===== config.mk =====
export PLATFORM = sky130hd
export DESIGN_NAME = fmc_cordic_cell
export DESIGN_NICKNAME = d
export VERILOG_FILES = /design/src/hdl/assert_macros.svh /design/src/hdl/fmc_pkg.sv /design/src/hdl/fmc_cordic_cell.sv
export SDC_FILE = /design/constraint.sdc
export NUM_CORES = 1
export LEC_CHECK = 0
export ABC_AREA = 0
export BUFFER_PORTS_ARGS = -buffer_cell sky130_fd_sc_hd__buf_2
export CORE_UTILIZATION = 56
export DETAILED_ROUTE_END_ITERATION = 12
export HOLD_SLACK_MARGIN = 0.06
export PLACE_DENSITY = 0.79
export SYNTH_ARGS = -nofsm -noshare
export SYNTH_HDL_FRONTEND = slang
export SYNTH_SLANG_ARGS = --single-unit

===== constraint.sdc =====
create_clock -name clk -period 3.8 [get_ports clk]
set_input_delay 0.38 -clock clk [delete_from_list [all_inputs] [get_ports clk]]
set_output_delay 0.38 -clock clk [all_outputs]
set_load 0.03 [all_outputs]

===== src/hdl/assert_macros.svh =====
// Assertion macros shared by the RTL
`ifndef ASSERT_MACROS_SVH
`define ASSERT_MACROS_SVH
// same-cycle implication
`define FMC_ASSERT_IMPL(lbl, clk, rstn, ante, cons, msg) \
	lbl: assert property (@(posedge clk) disable iff (!rstn) (ante) |-> (cons)) \
		else $error(msg);
// next-cycle implication
`define FMC_ASSERT_NEXT(lbl, clk, rstn, ante, cons, msg) \
	lbl: assert property (@(posedge clk) disable iff (!rstn) (ante) |=> (cons)) \
		else $error(msg);
`endif


===== src/hdl/fmc_pkg.sv =====
// ----------------------------------------------------------------------------
// fmc_pkg
// Constants and tables for the focal mechanism correlation unit.
// ----------------------------------------------------------------------------
package fmc_pkg;
	localparam int ANGLE_FRAC_BITS_DEF = 8;
	localparam int INNER_FRAC_BITS_DEF = 16;
	localparam int CORDIC_STAGES_DEF   = 16;

	localparam int STRIKE_W = 17;
	localparam int DIP_W    = 15;
	localparam int RAKE_W   = 17;
	localparam int CORR_W   = 16;
	localparam int ANG_W    = 18;
	localparam int IN_W     = 104;

	localparam int DEG2RAD_W = 27;
	localparam logic [DEG2RAD_W-1:0] DEG2RAD_Q32 = 27'd74961321;
	localparam logic [31:0] GAIN_Q30 = 32'd652032874;

	localparam logic [31:0] ATAN_Q30 [30] = '{
		32'h3243F6A8, 32'h1DAC6705, 32'h0FADBAFC, 32'h07F56EA6, 32'h03FEAB76,
		32'h01FFD55B, 32'h00FFFAAA, 32'h007FFF55, 32'h003FFFEA, 32'h001FFFFD,
		32'h000FFFFF, 32'h0007FFFF, 32'h0003FFFF, 32'h0001FFFF, 32'h0000FFFF,
		32'h00007FFF, 32'h00003FFF, 32'h00001FFF, 32'h00000FFF, 32'h000007FF,
		32'h000003FF, 32'h000001FF, 32'h000000FF, 32'h0000007F, 32'h0000003F,
		32'h0000001F, 32'h0000000F, 32'h00000007, 32'h00000003, 32'h00000001
	};
endpackage


===== src/hdl/fmc_cordic_cell.sv =====
// ----------------------------------------------------------------------------
// fmc_cordic_cell
// One rotation-mode CORDIC micro-rotation, registered.
// ----------------------------------------------------------------------------
module fmc_cordic_cell #(
	parameter int W     = fmc_pkg::INNER_FRAC_BITS_DEF + 3,
	parameter int IFB   = fmc_pkg::INNER_FRAC_BITS_DEF,
	parameter int STAGE = 0
) (
	input  logic                clk,
	input  logic                en,
	input  logic signed [W-1:0] x_i,
	input  logic signed [W-1:0] y_i,
	input  logic signed [W-1:0] z_i,
	input  logic [1:0]          q_i,
	output logic signed [W-1:0] x_o,
	output logic signed [W-1:0] y_o,
	output logic signed [W-1:0] z_o,
	output logic [1:0]          q_o
);
	localparam logic [31:0] ATAN_SH = fmc_pkg::ATAN_Q30[STAGE] >> (30 - IFB);
	localparam logic signed [W-1:0] ATAN_I = W'(ATAN_SH);

	logic signed [W-1:0] dx, dy;

	assign dx = y_i >>> STAGE;
	assign dy = x_i >>> STAGE;

	always_ff @(posedge clk) begin
		if (en) begin
			if (!z_i[W-1]) begin
				x_o <= x_i - dx;
				y_o <= y_i + dy;
				z_o <= z_i - ATAN_I;
			end else begin
				x_o <= x_i + dx;
				y_o <= y_i - dy;
				z_o <= z_i + ATAN_I;
			end
			q_o <= q_i;
		end
	end
endmodule


==> summary.md <==
| Metric | Value |
|---|---|
| Met3 WL post-DR | `about 1100 um` |
| Post-synthesis sequential area ratio | `around a third` |
| DRT Pass-1 Iters | `5` |
| Synth cell types | `63` |
| Hold buffers post-CTS | `0` |
| Highest Signal Layer | `met4` |
| Crit-path max cell delay | `~0.42 ns` |
| Initial drt markers | `between 300 and 400` |
| Final Hold Viols | `0` |
| Cell Pwr Density | `around 390 nW/um2` |
| Die W | `about 100 um` |
| Postcts setup bufs | `0` |
| Largest net degree at the start of global routing | `54` |
| Routed length on met2 | `6759 um` |
| Compound-Gate Fraction of Synth Area | `around a quarter` |
| Wire length of the first global-routing pass | `about 23,000 um` |
| Maximum vdd drop | `about 230 uV` |
| CP dominant cell by count | `nor2b_1` |
| Die height | `roughly 100 um` |
| Synthesized area per cell | `9.061 um2` |
| Synth Net Count | `about 750` |
| Post-synthesis simple-gate area fraction | `11.30%` |
| Synth warn | `0` |
| Commonest cells after routing, fill and taps aside | `buf_2 (119), ha_1 (71), a21oi_1 (62), edfxtp_1 (58), inv_1 (55)` |
| CTS resizes | `0` |
| Top_reg_cell synth | `edfxtp_1` |
| CORE AREA | `around 9400 um2` |
| Drt wl/cell | `around 17 um` |
| Status | `finished clean` |
| CP Cell Sequence | `buf_2, ha_1, fa_1, nor2b_1, o311ai_1, nor2b_1, o21ai_1, a311oi_1, a221oi_1, xnor2_1` |
| CP endpoint kind | `register` |
| Xor/xnor share of the synthesized area | `about 7.6%` |
| Final Non-Filler Cells | `between 800 and 900` |
| Remaining DRCs | `0` |
| Setup violators final | `0` |
| Gate Count Post-Synth | `612` |
| Area share of fa/ha/maj cells after synthesis | `17.46%` |
| Row count | `35` |
| Post-synthesis mux area share | `roughly 1.8%` |
| #FFs+latches synth | `just under 60` |
| TNS Setup | `0 ns` |
| Post-synth EDFFs | `58` |
| Most common cell after layout, fill and taps aside | `buf_2` |
| Max Cap Viol | `0` |
| Via count | `5,065` |
| Final weighted congestion in routability-driven placement | `approximately 0.94` |
| Initial antenna violation count | `0` |
| Die area | `around 10,000 um2` |
| DP Wirelength | `about 12,000 um` |
| ANT cells | `0` |
| Gr ovfl total | `0` |
| CTS tree | `built` |
| Critical path class | `in -> reg` |
| Worst slew pin tran | `~0.75 ns` |
| CTS Sinks | `between 50 and 60` |
| Pleak | `between 2 and 3 nW` |
| I/O Buffers | `about 120` |
| Final min period | `between 2 and 3 ns` |
| H-Tree Depth | `3` |
| Share of layout cells above drive strength 1 | `~20%` |
| Starting Density | `between 50% and 60%` |
| Synth Cell Area | `5545 um2` |
| Post-synth ARST share | `0%` |
| Slowest stage cell on the critical path | `fa_1` |
| Vias in the first global route | `around 4,800` |
| Worst path arrival time | `around 2.9 ns` |
| Vias per cell | `a little under 6` |
| Final Max Slew Viols | `0` |
| CTS Root Cell | `clkbuf_8` |
| Layout Nets | `857` |
| WL final | `~15,000 um` |
| Clock Path Buffers | `2` |
| Slew Limit Headroom | `slightly below 50%` |
| CTS buffer count | `9` |
| F_max | `around 350 MHz` |
| Startpoint Class | `input pin` |
| Max FO, Critical Path | `4` |
| Area Growth Syn to Fin | `16.11%` |
| Main combinational cell family by area after synthesis | `compound AO/OA/AOI/OAI gates` |
| RSZ-0062 raised after global routing | `false` |
| Part of the cycle the worst path needs | `between 70% and 80%` |
| GRT Resource Usage Total | `between 20% and 30%` |
| Met1 wire length | `6515 um` |
| Worst hold margin | `just over 0.2 ns` |
| Clk pin slew, worst setup/hold paths | `0.07 ns` |
| WP data required | `roughly 3.9 ns` |
| I/O Pins | `120` |
| Placed Instances | `839` |
| Post-route ant nets | `0` |
| Hold Crit Class | `in -> reg` |
==> critical path: cells and delay by family <==
kind                       cells  cell delay, ns
xor gates and xnor gates       1            0.18
buffers and inverters          1            0.12
AOI/OAI and AO/OA              4            1.19
and+or+nand+nor                2            0.42
adders and majority gates      2            0.65
==> synthesized netlist by cell type (10+ instances only) <==
master	n	share of area (%)
xor2_1	14	2.2
o21ai_1	13	1.2
xnor2_1	34	5.4
nor2b_1	10	1.1
inv_1	55	3.7
o21ai_0	23	2.1
edfxtp_1	58	31
nor3_1	13	1.2
nor2_1	35	2.4
a21oi_1	62	5.6
nand2_1	33	2.2
ha_1	71	16
nand2b_1	12	1.4
a21o_1	20	2.7
clkbuf_1	19	1.3
==> cell families (layout without fill, tap and decap cells) <==
logic type / after synthesis / after routing
adder cells (fa/ha/maj): 75 / 75
XOR/XNOR: 48 / 48
buffers and inverters: 85 / 199
flip-flops: 58 / 58
AND/OR/NAND/NOR: 130 / 130
AO/OA/AOI/OAI: 206 / 206
multiplexers: 10 / 10
==> registers in the layout, summed over array words and instances, names as in the netlist <==
| signal | count |
|---|---|
| q_o | 2 |
| x_o | 18 |
| y_o | 19 |
| z_o | 19 |
==> power by group <==
group	switching, W	internal [W]
sequential	0.0000260	0.000845
combinational	0.000682	0.000348
clock	0.000236	0.000364
==> per-layer routing <==
layer / vias up / track usage (%)
li1: 2449 / -
met1: 2348 / 38.68
met2: 236 / 48.54
met3: 32 / 3.727
met4: 0 / 11.93
met5: - / 0
==> final timing paths <==
kind / startpoint / end / slack [ns] / depth (start not counted)
min: q_i[0] / q_o[0] / 0.21 / 1
max: x_i[0] / x_o[14] / 0.93 / 10
==> through the flow <==
stage               util [%]  area, um2  power (W)  setup slack, ns
floorplan                  -       5545   0.001603           0.5085
global placement       66.17       6230   0.001878           0.6878
detailed placement     66.17       6230   0.001899           0.6078
CTS                    68.39       6439   0.002498           0.9528
global route           68.39       6439   0.002624           0.7567
finish                 68.39       6439   0.002502           0.9324
==> cell type report <==
class,instances,area (um2)
Clock buffer,10,127.6
Clock inverter,6,81.33
Fill cell,755,2977
Inverter,59,221.5
Multi-Input combinational cell,469,3472
Sequential cell,58,1742
Tap cell,129,161.4
Timing Repair Buffer,124,633.1
Note: power is estimated with default switching activity, not from simulation.
