File: src/hdl/assert_macros.svh
// Assertion macros shared by the RTL
`ifndef ASSERT_MACROS_SVH
`define ASSERT_MACROS_SVH
// same-cycle implication
`define FMC_ASSERT_IMPL(lbl, clk, rstn, ante, cons, msg) \
	lbl: assert property (@(posedge clk) disable iff (!rstn) (ante) |-> (cons)) \
		else $error(msg);
// next-cycle implication
`define FMC_ASSERT_NEXT(lbl, clk, rstn, ante, cons, msg) \
	lbl: assert property (@(posedge clk) disable iff (!rstn) (ante) |=> (cons)) \
		else $error(msg);
`endif

File: src/hdl/fmc_pkg.sv
// ----------------------------------------------------------------------------
// fmc_pkg
// Constants and tables for the focal mechanism correlation unit.
// ----------------------------------------------------------------------------
package fmc_pkg;
	localparam int ANGLE_FRAC_BITS_DEF = 8;
	localparam int INNER_FRAC_BITS_DEF = 16;
	localparam int CORDIC_STAGES_DEF   = 16;

	localparam int STRIKE_W = 17;
	localparam int DIP_W    = 15;
	localparam int RAKE_W   = 17;
	localparam int CORR_W   = 16;
	localparam int ANG_W    = 18;
	localparam int IN_W     = 104;

	localparam int DEG2RAD_W = 27;
	localparam logic [DEG2RAD_W-1:0] DEG2RAD_Q32 = 27'd74961321;
	localparam logic [31:0] GAIN_Q30 = 32'd652032874;

	localparam logic [31:0] ATAN_Q30 [30] = '{
		32'h3243F6A8, 32'h1DAC6705, 32'h0FADBAFC, 32'h07F56EA6, 32'h03FEAB76,
		32'h01FFD55B, 32'h00FFFAAA, 32'h007FFF55, 32'h003FFFEA, 32'h001FFFFD,
		32'h000FFFFF, 32'h0007FFFF, 32'h0003FFFF, 32'h0001FFFF, 32'h0000FFFF,
		32'h00007FFF, 32'h00003FFF, 32'h00001FFF, 32'h00000FFF, 32'h000007FF,
		32'h000003FF, 32'h000001FF, 32'h000000FF, 32'h0000007F, 32'h0000003F,
		32'h0000001F, 32'h0000000F, 32'h00000007, 32'h00000003, 32'h00000001
	};
endpackage

File: src/hdl/fmc_angle_prep.sv
// ----------------------------------------------------------------------------
// fmc_angle_prep
// Reduces an angle modulo 360 degrees, splits off the quadrant and converts
// the residue to radians for the CORDIC chain.
// ----------------------------------------------------------------------------
module fmc_angle_prep #(
	parameter int AFB = fmc_pkg::ANGLE_FRAC_BITS_DEF,
	parameter int IFB = fmc_pkg::INNER_FRAC_BITS_DEF,
	parameter int W   = fmc_pkg::INNER_FRAC_BITS_DEF + 3
) (
	input  logic                            clk,
	input  logic                            en,
	input  logic signed [fmc_pkg::ANG_W-1:0] ang,
	output logic signed [W-1:0]             z,
	output logic [1:0]                      q
);
	localparam int FULL    = 360 << AFB;
	localparam int QUARTER = 90 << AFB;
	localparam int HALFQ   = 45 << AFB;
	localparam int OFF     = ((65536 + FULL - 1) / FULL) * FULL;
	localparam int RW      = 27;
	localparam int RBW     = $clog2(FULL);
	localparam int REMW    = RBW + 2;
	localparam int MW      = $clog2(HALFQ + 1);
	localparam int PRW     = MW + fmc_pkg::DEG2RAD_W + 1;
	localparam int SH      = 32 + AFB - IFB;

	logic [RW-1:0]          v;
	logic [RBW-1:0]         r_s1;
	logic [2:0]             qn;
	logic signed [REMW-1:0] rem;
	logic [MW-1:0]          mag_s2;
	logic                   neg_s2, neg_s3;
	logic [1:0]             q_s2, q_s3;
	logic [PRW-1:0]         prod_s3;
	logic [PRW-1:0]         zr;
	logic signed [W-1:0]    zmag;

	always_comb begin
		v = {{(RW-fmc_pkg::ANG_W){ang[fmc_pkg::ANG_W-1]}}, ang} + RW'(OFF);
		for (int k = 5; k >= 0; k--) begin
			if (v >= (RW'(FULL) << k))
				v = v - (RW'(FULL) << k);
		end
	end

	always_comb begin
		qn = 3'd0;
		for (int k = 0; k < 4; k++) begin
			if (r_s1 > RBW'(HALFQ + k * QUARTER))
				qn = qn + 3'd1;
		end
		rem = $signed({2'b00, r_s1}) - $signed(REMW'(int'(qn) * QUARTER));
	end

	always_ff @(posedge clk) begin
		if (en) begin
			r_s1    <= RBW'(v);
			mag_s2  <= rem[REMW-1] ? MW'(-rem) : MW'(rem);
			neg_s2  <= rem[REMW-1];
			q_s2    <= qn[1:0];
			prod_s3 <= PRW'(mag_s2) * PRW'(fmc_pkg::DEG2RAD_Q32);
			neg_s3  <= neg_s2;
			q_s3    <= q_s2;
		end
	end

	assign zr   = (prod_s3 + (PRW'(1) << (SH - 1))) >> SH;
	assign zmag = $signed(W'(zr));
	assign z    = neg_s3 ? -zmag : zmag;
	assign q    = q_s3;
endmodule

File: config.mk
export PLATFORM = sky130hd
export DESIGN_NAME = fmc_angle_prep
export DESIGN_NICKNAME = d
export VERILOG_FILES = /design/src/hdl/assert_macros.svh /design/src/hdl/fmc_pkg.sv /design/src/hdl/fmc_angle_prep.sv
export SDC_FILE = /design/constraint.sdc
export NUM_CORES = 1
export LEC_CHECK = 0
export BUFFER_PORTS_ARGS = -buffer_cell sky130_fd_sc_hd__clkbuf_2
export CORE_UTILIZATION = 40
export CTS_BUF_LIST = sky130_fd_sc_hd__clkbuf_8
export DETAILED_ROUTE_END_ITERATION = 6
export PLACE_DENSITY = 0.53
export SETUP_SLACK_MARGIN = 0.5
export SLEW_MARGIN = 0
export SYNTH_ARGS = -nofsm -noshare
export SYNTH_HDL_FRONTEND = slang
export SYNTH_SLANG_ARGS = --single-unit
File: constraint.sdc
create_clock -name clk -period 7.46 [get_ports clk]
set_input_delay 0.746 -clock clk [delete_from_list [all_inputs] [get_ports clk]]
set_output_delay 0.746 -clock clk [all_outputs]
set_load 0.005 [all_outputs]
==> summary.txt <==
Final layout
  • Area taken by multi-input logic gates: 7800 um^2
  • Share of cells above drive strength 1: 7.82%
  • Commonest cells after routing, fill and taps aside: inv_1 (176), ha_1 (170), fa_1 (124)
  • Most common cell after layout, fill and taps aside: inv_1
  • FF+latch area: between 1500 and 2000 um^2
  • Antenna Cells: 0
  • # fillers: 2520
  • Area grow syn2layout: 6.00%
  • Nets: 1362

Synth
  • Synth async-reset ratio: 0%
  • EDFF count, synth: 55
  • Mapped Cells: ~1k
  • Sequential fraction of the synthesis area: ~16%
  • Number of synthesized register bits: 55
  • Ys flop type: edfxtp_1
  • Synth warn: 0
  • Netlist cell types: 82
  • Total nets after synthesis: 1341
  • Synthesized area: 10200 um^2
  • Average size of a mapped cell: around 10 um^2

Setup path
  • Top Family by Delay on Critical Path: adder cells
  • Kind of critical path: register to register
  • Worst path slowest cell: fa_1
  • Worst Path Arrival: roughly 6.5 ns
  • Max incr delay on CP: slightly above 0.7 ns
  • Cell Chain, Critical Path: fa_1, inv_1, fa_1, fa_1, inv_1, fa_1, fa_1, fa_1, ha_1, nand4_1, o21bai_1, nor4_1, a221oi_2, o31ai_2, a211oi_1, or3_1, a21oi_1, xnor2_1
  • CP bufs+invs: 2
  • RR Startpoint: mag_s2[3]
  • CP endpoint kind: register
  • CP max FO: 9
  • Req. time, crit path: about 7.6 ns
  • CP most frequent cell: fa_1
  • CP startpoint kind: register
  • Critical path launch point: mag_s2[3]

Drt
  • Antenna viol nets, final: 0
  • First-pass DRT Iterations: 4
  • Drt drc: 0
  • WL/cell: roughly 16 um
  • DR vias/cell: between 5 and 6
  • Initial DRC Count: 373
  • Via count: 7121
  • Routed WL: 21800 um

Global route
  • First-pass GRT wire length: 36000 um
  • Vias in the first global route: between 7k and 8k
  • GRT Util Overall: between 10% and 20%
  • Grt total ovfl: 0
  • Initial antenna violation count: 0
  • Largest net degree at the start of global routing: 56

STA
  • Slew @ Worst Pin: 1.01 ns
  • Max Clk Rate: 155 MHz
  • Sum Neg Setup Slack: 0 ns
  • Headroom to the max-slew limit: about 33%
  • Setup violators final: 0
  • RSZ-0062 raised after global routing: no
  • Post-Route Skew: 0.0152 ns
  • Tmin final: 6.45 ns
  • Final hold violation count: 0
  • Slew Viols, Final: 0
  • Final period util: 86.4%

CTS
  • Number of CTS-inserted buffers: 5
  • H-tree lvl count: 2
  • CTS tree: yes
  • Clock root buffer: clkbuf_8
  • Clock slew at reported path FFs: 0.11 ns
  • Clk buf depth: 2
  • Worst-Skew Late Latency: between 0.3 and 0.4 ns
  • CTS Hold Bufs: 0
  • CTS Sinks: 55

Die
  • Die height: around 160 um
  • Die X: between 150 and 200 um
  • Core area: 25100 um^2
  • IO Count: 41
  • Starting Density: between 40 and 50%
  • Row count: slightly below 60
  • DIE AREA: 26200 um^2

Flow run
  • Max_cap viols: 0

Outcome
  • Status: finished, final reports clean

Min path
  • Worst Hold Class: register to register
  • Hold Path Origin: q_s2[1]

Place
  • Final Wtd Congestion: 0.843
  • Post-DP HPWL: approximately 19000 um
  • Buffers added on ports: 40
-- synth_stat cells, types with 6 or more instances --
cell type	instances	area share, %
inv_1	176	6.5
ha_1	170	21
fa_1	124	24
edfxtp_1	55	16
nand2_1	49	1.8
xnor2_1	41	3.5
nor2_1	36	1.3
xor2_1	31	2.7
a21oi_1	28	1.4
nor3_1	27	1.3
nand3_1	24	1.2
o21ai_0	23	1.1
clkbuf_1	21	0.77
a21o_1	19	1.4
o211ai_1	19	1.4
o21a_1	12	0.88
a31oi_1	11	0.67
nand2b_1	10	0.61
a211oi_1	9	0.66
nand4_1	8	0.49
nor4_1	8	0.49
o21bai_1	6	0.44
-- state kept, by name, summed over array words and instances (netlist names) --
name     flops
neg_s2       1
r_s1        17
prod_s3     18
q_s2         2
neg_s3       1
mag_s2      14
q            2
-- path summary, 6_finish.rpt --
| check | endpoint | slack (ns) | cells after the start |
|---|---|---|---|
| setup reg to reg | prod_s3[39] | 1.01 | 18 |
| setup / recovery | prod_s3[39] | 1.01 | 18 |
| hold reg to reg | q[1] | 0.44 | 0 |
| hold / removal | q[1] | 0.44 | 0 |
-- repair_timing --
item,CTS,global route
resized for setup,0,2
setup buffers,0,0
setup endpoints to repair,0,2
-- per-layer routing --
layer	routed length (um)	track usage (%)
met3	387	1.48
met2	10900	30.6
met1	10400	23.3
met4	133	2.14
met5	0	0
-- area by class of cell --
class                      instances  share of cell area, %
multi-input combinational        766                   71.9
clock buffer                       5                  0.634
timing repair buffer              42                   1.98
clock inverter                     3                  0.311
inverter                         178                   6.16
tap                              330                   3.81
sequential                        55                   15.2
-- cell families after synthesis --
family | Yosys count | share of synthesized area [%]
adders and majority gates | 294 | 45.0
and+or+nand+nor | 208 | 10.6
AOI/OAI and AO/OA | 182 | 13.1
xor gates and xnor gates | 74 | 6.48
DFF | 55 | 16.1
muxes | 8 | 0.819
buffers and inverters | 206 | 7.78
-- through the flow --
stage | area, um^2 | setup slack (ns) | util, % | cells | hold slack, ns
6_report | 10800 | 1.01 | 43.2 | 1379 | 0.435
4_1_cts | 10800 | 0.658 | 43.2 | 1379 | 0.435
3_5_place_dp | 10700 | 0.680 | 42.8 | 1371 | 0.405
3_3_place_gp | 10700 | 0.829 | 42.8 | 1371 | 0.405
5_1_grt | 10800 | 0.529 | 43.2 | 1379 | 0.441
2_1_floorplan | 10200 | 1.50 | - | 1027 | 0.400
Power is not shown: default switching activity piles up to over one toggle a cycle in this logic, so the estimate is an artifact.
